$ cat config.mk
export PLATFORM = sky130hd
export DESIGN_NAME = uwo_ctrl
export DESIGN_NICKNAME = d
export VERILOG_FILES = /design/src/rtl/uwo_pkg.sv /design/src/rtl/uwo_ctrl.sv
export SDC_FILE = /design/constraint.sdc
export NUM_CORES = 1
export LEC_CHECK = 0
export BUFFER_PORTS_ARGS = -buffer_cell sky130_fd_sc_hd__buf_2
export CORE_AREA = 2 2 42 63
export CTS_BUF_LIST = sky130_fd_sc_hd__clkbuf_16
export CTS_CLUSTER_SIZE = 10
export DETAILED_ROUTE_END_ITERATION = 6
export DIE_AREA = 0 0 44 65
export PLACE_DENSITY = 0.7
export SLEW_MARGIN = 10
export SYNTH_ARGS = -nofsm -noshare
export SYNTH_HDL_FRONTEND = slang
export SYNTH_SLANG_ARGS = --single-unit
$ cat constraint.sdc
create_clock -name clk -period 6.5 [get_ports clk]
set_clock_uncertainty 0.2 [all_clocks]
set_input_delay 1.3 -clock clk [delete_from_list [all_inputs] [get_ports clk]]
set_output_delay 1.3 -clock clk [all_outputs]
set_load 0.01 [all_outputs]
$ cat src/rtl/uwo_pkg.sv
// ============================================================================
// uwo_pkg: shared types and constants for the unison wavetable oscillator
// Sizes of the oscillator bank and wave table, field widths, item kinds,
// register indexes, controller states and the controller/datapath bundles.
// ============================================================================
package uwo_pkg;

    // Bank and table geometry
    localparam int MAX_PAIRS   = 8;
    localparam int TABLE_BITS  = 10;
    localparam int TABLE_SIZE  = 1 << TABLE_BITS;
    localparam int LEVELS      = 8;
    localparam int OSC_COUNT   = 1 + 2 * MAX_PAIRS;
    localparam int OSC_W       = $clog2(OSC_COUNT);
    localparam int SLOT_COUNT  = 2 * OSC_COUNT;
    localparam int SLOT_W      = OSC_W + 1;
    localparam int PAIR_W      = $clog2(MAX_PAIRS + 1);
    localparam int TABLE_WORDS = LEVELS * TABLE_SIZE;
    localparam int TAB_AW      = $clog2(TABLE_WORDS);

    // Field widths
    localparam int KIND_W     = 2;
    localparam int OSC_IDX_W  = 5;
    localparam int WORD_W     = 32;
    localparam int ADDR_W     = 13;
    localparam int SAMPLE_W   = 16;
    localparam int OUT_W      = 24;
    localparam int GAIN_W     = 16;
    localparam int LEVEL_W    = 3;
    localparam int PAIRCNT_W  = 4;
    localparam int CFG_IDX_W  = 3;
    localparam int CFG_DATA_W = 16;

    // Datapath widths
    localparam int FRAC_W    = 16;
    localparam int GAIN2_W   = 2 * GAIN_W;
    localparam int PROD_W    = 2 * (SAMPLE_W + 1);
    localparam int TERM_W    = SAMPLE_W + GAIN2_W + 1;
    localparam int SUM_W     = TERM_W + $clog2(OSC_COUNT);
    localparam int OUT_SHIFT = 24;

    localparam logic signed [SUM_W-1:0] SUM_OUT_MAX = SUM_W'(2 ** (OUT_W - 1) - 1);
    localparam logic signed [SUM_W-1:0] SUM_OUT_MIN = SUM_W'(-(2 ** (OUT_W - 1)));
    localparam logic [OUT_W-1:0] OUT_MAX_CODE = {1'b0, {(OUT_W - 1){1'b1}}};
    localparam logic [OUT_W-1:0] OUT_MIN_CODE = {1'b1, {(OUT_W - 1){1'b0}}};

    typedef enum logic [KIND_W-1:0] {
        KIND_TICK      = 2'd0,
        KIND_SET_INC   = 2'd1,
        KIND_TABLE     = 2'd2,
        KIND_SET_PHASE = 2'd3
    } kind_t;

    typedef enum logic [CFG_IDX_W-1:0] {
        REG_PAIR_COUNT    = 3'd0,
        REG_VELOCITY_GAIN = 3'd1,
        REG_UNISON_GAIN   = 3'd2,
        REG_TABLE_LEVEL   = 3'd3,
        REG_MUTE          = 3'd4
    } cfg_reg_t;

    typedef enum logic [3:0] {
        ST_IDLE  = 4'b0001,
        ST_ISSUE = 4'b0010,
        ST_DRAIN = 4'b0100,
        ST_FINAL = 4'b1000
    } state_t;

    typedef struct packed {
        logic             load_item;
        logic             start;
        logic             issue;
        logic [OSC_W-1:0] osc;
        logic             ch;
        logic             out_load;
    } uwo_cmd_t;

    typedef struct packed {
        logic pipe_busy;
    } uwo_status_t;

endpackage

$ cat src/rtl/uwo_ctrl.sv
// ============================================================================
// uwo_ctrl: sequencer of the unison wavetable oscillator
// Accepts items, walks the active oscillators of both channels through the
// datapath one per cycle, waits for the pipeline to drain, loads the result.
// ============================================================================
module uwo_ctrl import uwo_pkg::*;
(
    input  logic                 clk,
    input  logic                 rst_n,
    input  logic                 in_valid,
    input  logic [KIND_W-1:0]    in_kind,
    output logic                 in_ready,
    input  logic                 out_ready,
    output logic                 out_valid,
    input  logic [PAIRCNT_W-1:0] cfg_pairs,
    input  logic                 cfg_unison_zero,
    input  logic                 cfg_silent,
    input  uwo_status_t          status,
    output uwo_cmd_t             cmd
);

    state_t              state_reg, state_next;
    logic [OSC_W-1:0]    osc_reg, osc_next;
    logic                ch_reg, ch_next;
    logic [PAIR_W-1:0]   pairs_reg, pairs_next;
    logic                out_valid_reg, out_valid_next;
    logic                accept;
    logic [OSC_W-1:0]    osc_succ;
    logic                list_end;
    logic [OSC_W-1:0]    upper_top;
    logic [OSC_W-1:0]    pairs_osc;

    assign in_ready  = (state_reg == ST_IDLE);
    assign accept    = in_valid && in_ready;
    assign out_valid = out_valid_reg;
    assign upper_top = OSC_W'(MAX_PAIRS);
    assign pairs_osc = OSC_W'(pairs_reg);

    // Visit order: fundamental, upper voices 1..pairs, lower voices
    always_comb
    begin
        osc_succ = osc_reg + OSC_W'(1);
        list_end = 1'b0;
        if (osc_reg == '0)
        begin
            list_end = (pairs_reg == '0);
        end
        else if (osc_reg <= upper_top)
        begin
            if (osc_reg >= pairs_osc)
            begin
                osc_succ = upper_top + OSC_W'(1);
            end
        end
        else
        begin
            list_end = ((osc_reg - upper_top) >= pairs_osc);
        end
    end

    always_comb
    begin
        state_next = state_reg;
        osc_next   = osc_reg;
        ch_next    = ch_reg;
        pairs_next = pairs_reg;
        cmd        = '0;
        cmd.osc    = osc_reg;
        cmd.ch     = ch_reg;
        case (state_reg)
            ST_IDLE:
            begin
                if (accept)
                begin
                    if (kind_t'(in_kind) == KIND_TICK)
                    begin
                        cmd.start = 1'b1;
                        osc_next  = '0;
                        ch_next   = 1'b0;
                        if (cfg_unison_zero)
                        begin
                            pairs_next = '0;
                        end
                        else if (32'(cfg_pairs) > 32'(MAX_PAIRS))
                        begin
                            pairs_next = PAIR_W'(MAX_PAIRS);
                        end
                        else
                        begin
                            pairs_next = PAIR_W'(cfg_pairs);
                        end
                        state_next = cfg_silent ? ST_FINAL : ST_ISSUE;
                    end
                    else
                    begin
                        cmd.load_item = 1'b1;
                    end
                end
            end
            ST_ISSUE:
            begin
                cmd.issue = 1'b1;
                if (!list_end)
                begin
                    osc_next = osc_succ;
                end
                else if (!ch_reg)
                begin
                    osc_next = '0;
                    ch_next  = 1'b1;
                end
                else
                begin
                    state_next = ST_DRAIN;
                end
            end
            ST_DRAIN:
            begin
                if (!status.pipe_busy)
                begin
                    state_next = ST_FINAL;
                end
            end
            ST_FINAL:
            begin
                if (!out_valid_reg || out_ready)
                begin
                    cmd.out_load = 1'b1;
                    state_next   = ST_IDLE;
                end
            end
            default:
            begin
                state_next = ST_IDLE;
            end
        endcase
    end

    always_comb
    begin
        out_valid_next = out_valid_reg;
        if (cmd.out_load)
        begin
            out_valid_next = 1'b1;
        end
        else if (out_ready)
        begin
            out_valid_next = 1'b0;
        end
    end

    always_ff @(posedge clk or negedge rst_n)
    begin
        if (!rst_n)
        begin
            state_reg     <= ST_IDLE;
            osc_reg       <= '0;
            ch_reg        <= 1'b0;
            pairs_reg     <= '0;
            out_valid_reg <= 1'b0;
        end
        else
        begin
            state_reg     <= state_next;
            osc_reg       <= osc_next;
            ch_reg        <= ch_next;
            pairs_reg     <= pairs_next;
            out_valid_reg <= out_valid_next;
        end
    end

endmodule

==> results of run 1 <==
## power by group
part / internal [uW] / total, uW / switching [uW]
Clock: 81.4 / 117 / 36.1
Sequential: 132 / 172 / 40.7
Combinational: 141 / 333 / 191
## cells by family after synthesis
group	synth area share, %
adder cells (fa/ha/maj)	9.32
AND/OR/NAND/NOR	25.9
AO/OA/AOI/OAI	19.9
flip-flops	35.1
buffers and inverters	6.99
XOR/XNOR	0.816
multiplexers	1.98
## layout make-up
type                    count  area share (%)
multi-input cells          89            49.0
flip-flops and latches     15            29.7
repair buffers             24            9.47
clock buffers               3            5.92
inverters                  11            3.25
well taps                  24            2.37
clock inverters             1           0.296
## cells in the final DEF, fill, tap and decap left out, types with 2 or more instances in the layout
cell and count:
buf_2 24, dfrtp_1 14, nor2_1 13, inv_1 11, o21ai_0 9, nand2_1 8
ha_1 8, nand3_1 5, nor2b_1 4, a21oi_1 4, clkbuf_16 3, nand3b_1 2
or4b_1 2, a21o_1 2, nor3_1 2, a311oi_1 2, o22a_1 2, a211oi_1 2
o2111ai_1 2, o21ai_1 2
## worst paths after layout
check | endpoint | cells past startpoint | startpoint
max | cmd[8] | 5 | in_kind[1]
min | ch_reg | 2 | ch_reg
max reg2reg | state_reg[1] | 6 | osc_reg[2]
min reg2reg | ch_reg | 2 | ch_reg
max in group asynchronous | state_reg[0] | 1 | rst_n
min in group asynchronous | pairs_reg[1] | 1 | rst_n
## metrics by stage
step	setup slack, ns	instances	instance area (um^2)	utilization [%]	hold slack (ns)
after global routing	2.88	167	1270	53.6	0.366
final	2.97	167	1270	53.6	0.335
after floorplan	3.09	119	1070	-	0.268
after global placement	2.99	163	1190	50.3	0.313
after CTS	2.96	167	1270	53.6	0.337
after detailed placement	2.98	163	1190	50.3	0.326
## layer usage
metal | wire, um | up-vias | GRT usage [%] | part of all wire [%]
li1 | - | 480 | - | -
met1 | 894 | 471 | 19.9 | 37
met2 | 1400 | 20 | 38.1 | 59
met3 | 91 | 2 | 2.51 | 3.8
met4 | 6 | 0 | 4.55 | 0.25
met5 | 0 | - | 0 | 0
## worst reg2reg max path, stage by stage, from the launching register on
cell and delay (ns):
dfrtp_1 0.46, ha_1 0.34, a21oi_1 0.18, o21ai_0 0.13
a311oi_1 0.70, a21oi_1 0.17, mux2_1 0.34
==> summary.txt, run 1 <==
Logic synthesis
  • Fraction of registers with async set/reset: 100%
  • Yosys warning count: 0
  • Syn Nets: 140
  • Yosys cell types: 42
  • Mean area per synthesized cell: between 9 and 10 um^2
  • #FFs+latches synth: 15
  • EDFF count, synth: 0
  • Synthesized cell area: 1070 um^2
  • Top_reg_cell synth: dfrtp_1
  • Count leader, synth: dfrtp_1
  • Top post-synthesis cells by area: dfrtp_1, ha_1, nor2_1
  • Post-Synthesis Cells: about 120
  • Yosys top cell area share: 32.6%
  • Sequential fraction of the synthesis area: between 30% and 40%
  • Post-synth top cells: dfrtp_1, nor2_1, inv_1, o21ai_0
  • Leading area contributor after synthesis: dfrtp_1

Global route
  • Pin count of the biggest net entering global routing: 16
  • Global route total overflow: 0
  • Total GRT Usage: a little under a fifth
  • First-pass GRT wire length: approximately 4200 um
  • Initial antenna violation count: 0
  • Vias in the first global route: around 970

Critical path
  • Crit-path cells: buf_2 -> nor2_1 -> nand3_1 -> inv_2 -> buf_2
  • Setup CP Type: input port to output port
  • Arrival @ worst endpoint: 2.03 ns
  • Critical Path Most Common Cell: buf_2
  • Slowest-stage cell, CP: nand3_1
  • Setup slack, reg-to-reg: 3.85 ns
  • Bufs and invs on worst path: 3
  • Slowest cell delay on critical path: 0.19 ns
  • Worst setup SP type: input port
  • Critical Path RT: around 5 ns
  • CP max FO: 7
  • Crit path max-delay family: buffers and inverters
  • Setup crit end kind: output port

Detailed routing
  • Routed WL: roughly 2400 um
  • Iter 0 DRT Violations: 14
  • Remaining antenna violation count: 0
  • Vias: between 900 and 1000
  • Post-route DRC: 0
  • Vias per cell: roughly 5.8
  • WL/cell: 14.3 um
  • Initial DRT Pass Iterations: 4

Power and ir drop
  • Power, Total: roughly 620 uW
  • Leak pwr: around 0.00066 uW
  • Power per cell area: ~490 nW/um^2
  • Worst vdd ir: approximately 0.00024 V

Final layout
  • Net total in the final layout: around 170
  • Area delta synth->final: 18.2%
  • Fraction of layout cells with a size suffix above 1: between 20% and 30%
  • Max reg flops: 5
  • Register area: ~380 um^2
  • Antenna diodes: 0
  • Area of the multi-input gates: around 620 um^2
  • Layout filler cell count: between 200 and 250

Clocking
  • Post-CTS Setup Inserts: 0
  • Sinks on the clock net: 15
  • Cts hold-fix bufs: 0
  • Number of CTS-inserted buffers: 3
  • H-tree levels: 1
  • # resized after CTS: 0
  • Clk buf depth: 2
  • CTS tree: yes
  • Clk_lat worst skew: around 0.24 ns
  • Clock slew at reported path FFs: about 0.05 ns
  • Clock root buffer: clkbuf_16

Timing
  • Final slew viol count: 0
  • Final setup viols: 0
  • RSZ-0062 raised after global routing: no
  • Relative slew slack: a little under half
  • Worst-Margin Slew: slightly below 0.8 ns
  • Crit share post-route: a little over half
  • FMAX: ~280 MHz
  • Final Critical Period: ~3.5 ns
  • Final Hold Fails: 0
  • Setup TNS: 0 ns

Die
  • Standard-cell rows: 22
  • DIE AREA: roughly 2900 um^2
  • Starting Density: a little under half
  • Die H: roughly 65 um
  • Core area: between 2000 and 2500 um^2
  • I/O Pins: 25
  • Die W: 44 um

Flow run
  • Max-cap violations: 0

Run status
  • Status: completed

Worst hold path
  • Type of the most critical hold path: register to register

Placement
  • DP HPWL: 1940 um
  • Final GP Congestion: 0.815
  • IO Port Bufs: 24
Power figures use the tool's default switching activity.
==> inputs of run 2 (changes only) <==
--- a/config.mk
+++ b/config.mk
@@ -6,11 +6,11 @@
 export NUM_CORES = 1
 export LEC_CHECK = 0
 export BUFFER_PORTS_ARGS = -buffer_cell sky130_fd_sc_hd__buf_2
-export CORE_AREA = 2 2 42 63
+export CORE_AREA = 2 2 43 64
 export CTS_BUF_LIST = sky130_fd_sc_hd__clkbuf_16
 export CTS_CLUSTER_SIZE = 10
 export DETAILED_ROUTE_END_ITERATION = 6
-export DIE_AREA = 0 0 44 65
+export DIE_AREA = 0 0 45 66
 export PLACE_DENSITY = 0.7
 export SLEW_MARGIN = 10
 export SYNTH_ARGS = -nofsm -noshare
==> constraint.sdc (replaced) <==
create_clock -name clk -period 3.1 [get_ports clk]
set_clock_uncertainty 0.2 [all_clocks]
set_input_delay 0.62 -clock clk [delete_from_list [all_inputs] [get_ports clk]]
set_output_delay 0.62 -clock clk [all_outputs]
set_load 0.01 [all_outputs]
==> run 2 against run 1 <==
Clock power increased by 120%. Setup slack got worse by 2.6 ns. Flip-flop and latch count did not move. Design area grew 0.69%. Wire length is 5.9% higher. Power up 120%. Via count increased by 2.2%. Die area up 3.8%. Final cell count up 0.60%. Non-clock buffer count is 1 higher. Register-to-register slack worse by 3.2 ns. Largest cell class unchanged.
==> summary.txt, run 2 (same netlist as run 1, synthesis figures left out) <==
Die
  • Starting Density: 44.3% (-1.0 points)
  • I/O Pins: 25 (unchanged)
  • Core area: 2420 um^2 (+2.3%)
  • DIE AREA: 2970 um^2 (+3.8%)
  • Standard-cell rows: 22 (unchanged)
  • Die H: 66 um (+1.5%)
  • Die W: 45 um (+2.3%)

Critical path
  • Slowest-stage cell, CP: dfstp_2
  • Crit-path cells: or4b_1 -> inv_1 -> nand3_1 -> inv_2 -> buf_2
  • CP max FO: 7 (unchanged)
  • Bufs and invs on worst path: 3 (unchanged)
  • Arrival @ worst endpoint: 1.92 ns (-0.11 ns)
  • Critical Path RT: 2.28 ns (-2.72 ns)
  • FF-to-FF Start: osc_reg[0]
  • Slowest cell delay on critical path: 0.58 ns (+0.39 ns)
  • Setup crit end kind: output port
  • Crit path max-delay family: simple AND/OR/NAND/NOR gates
  • Worst Reg-to-Reg Cells: 7 (+1)
  • Setup CP Type: register to output port
  • Worst setup SP type: register
  • Reg2Reg Capture Point: state_reg[1]
  • Setup slack, reg-to-reg: 0.68 ns (-3.17 ns)

Global route
  • First-pass GRT wire length: 4440 um (+6.5%)
  • Pin count of the biggest net entering global routing: 16 (unchanged)
  • Total GRT Usage: 20.1% (+0.91 points)
  • Global route total overflow: 0 (unchanged)
  • Vias in the first global route: 982 (+1.3%)
  • Initial antenna violation count: 0 (unchanged)

Placement
  • DP HPWL: 1900 um (-1.8%)
  • IO Port Bufs: 24 (unchanged)
  • Final GP Congestion: 0.805 (-1.2%)
  • Worst slack, placed: 0.634 ns (-2.34 ns)
  • Post-DP Area: 1200 um^2 (+0.63%)

Power and ir drop
  • Power per cell area: 1070 nW/um^2 (+120%)
  • Worst vdd ir: 0.000556 V (+130%)
  • Leak pwr: 0.000664 uW (+0.49%)
  • Power, Total: 1360 uW (+120%)

Detailed routing
  • WL/cell: 15.1 um (+5.3%)
  • Remaining antenna violation count: 0 (unchanged)
  • Post-route DRC: 0 (unchanged)
  • Iter 0 DRT Violations: 39 (+25)
  • Vias: 994 (+2.2%)
  • Initial DRT Pass Iterations: 4 (unchanged)
  • Routed WL: 2540 um (+5.9%)
  • Vias per cell: 5.92 (+1.6%)

Timing
  • RSZ-0062 raised after global routing: no
  • Final Hold Fails: 0 (unchanged)
  • Final setup margin: 0.359 ns (-2.61 ns)
  • Worst-Margin Slew: 0.391 ns (-0.401 ns)
  • Relative slew slack: 73.7% (+27 points)
  • Setup TNS: 0 ns (unchanged)
  • Final slew viol count: 0 (unchanged)
  • Final setup viols: 0 (unchanged)
  • FMAX: about 360 MHz
  • Final Critical Period: approximately 2.7 ns
  • Crit share post-route: between 80 and 90%

Clocking
  • Cts hold-fix bufs: 0 (unchanged)
  • Clock slew at reported path FFs: 0.05 ns (about the same)
  • Clk buf depth: 2 (unchanged)
  • H-tree levels: 1 (unchanged)
  • # resized after CTS: 0 (unchanged)
  • Post-CTS Setup Inserts: 0 (unchanged)
  • Clk_lat worst skew: 0.25 ns (about the same)
  • Number of CTS-inserted buffers: 3 (unchanged)
  • Clock root buffer: clkbuf_16
  • Sinks on the clock net: 15 (unchanged)
  • CTS tree: yes

Final layout
  • Antenna diodes: 0 (unchanged)
  • Max reg flops: 5 (unchanged)
  • Fraction of layout cells with a size suffix above 1: 27.8% (+1.2 points)
  • Area delta synth->final: 19.0%
  • Most frequent cells in the layout: buf_2, dfrtp_1, nor2_1
  • Net total in the final layout: 166 (+0.61%)
  • Commonest non-fill, non-tap cell in the layout: buf_2
  • Design area: 1280 um^2 (+0.69%)

Worst hold path
  • Type of the most critical hold path: input port to asynchronous set/reset pin

Run status
  • Status: completed

Flow run
  • Max-cap violations: 0 (unchanged)
-- run 2: changes by cell type in the layout (fill, tap and decap cells not counted), sizes merged --
cell and change:
buf +1, clkinv +1, inv -1
-- run 2: layout make-up --
cell class	instances	area, um^2
flip-flops and latches	15	377
multi-input cells	89	622
clock buffers	3	75.1
repair buffers	25	128
well taps	24	30.0
fillers	238	1140
clock inverters	1	5.00
inverters	11	41.3
-- run 2: worst max-delay path by stage --
stage                            start      endpoint  slack [ns]  depth (start not counted)
after floorplan             osc_reg[2]  state_reg[1]        0.81                          6
after global routing      state_reg[0]        cmd[8]        0.27                          5
after CTS                 state_reg[0]        cmd[8]        0.36                          5
final                     state_reg[0]        cmd[8]        0.36                          5
after detailed placement  state_reg[0]        cmd[8]        0.63                          5
after global placement    state_reg[0]        cmd[8]        0.68                          5
-- run 2: per-stage QoR --
step / util [%] / cells / hold slack, ns
CTS: 52.7 / 168 / 0.0843
finish: 52.7 / 168 / 0.0709
floorplan: - / 119 / 0.124
global route: 52.7 / 168 / 0.101
detailed placement: 49.4 / 164 / 0.318
global placement: 49.4 / 164 / 0.322
-- run 2: power breakdown --
group,internal [uW],switching [uW],total [uW],leakage (uW)
Clock,172,80.9,253,0.0000409
Combinational,319,429,748,0.000425
Sequential,276,83.4,359,0.000199
Total,768,593,1360,0.000664
-- run 2: metal layers --
layer / global-route usage, % / vias to the layer above / wire length, um
li1: - / 482 / -
met2: 36.1 / 36 / 1360
met5: 0 / - / 0
met3: 2.46 / 6 / 106
met4: 7.35 / 0 / 55
met1: 23.2 / 470 / 1010
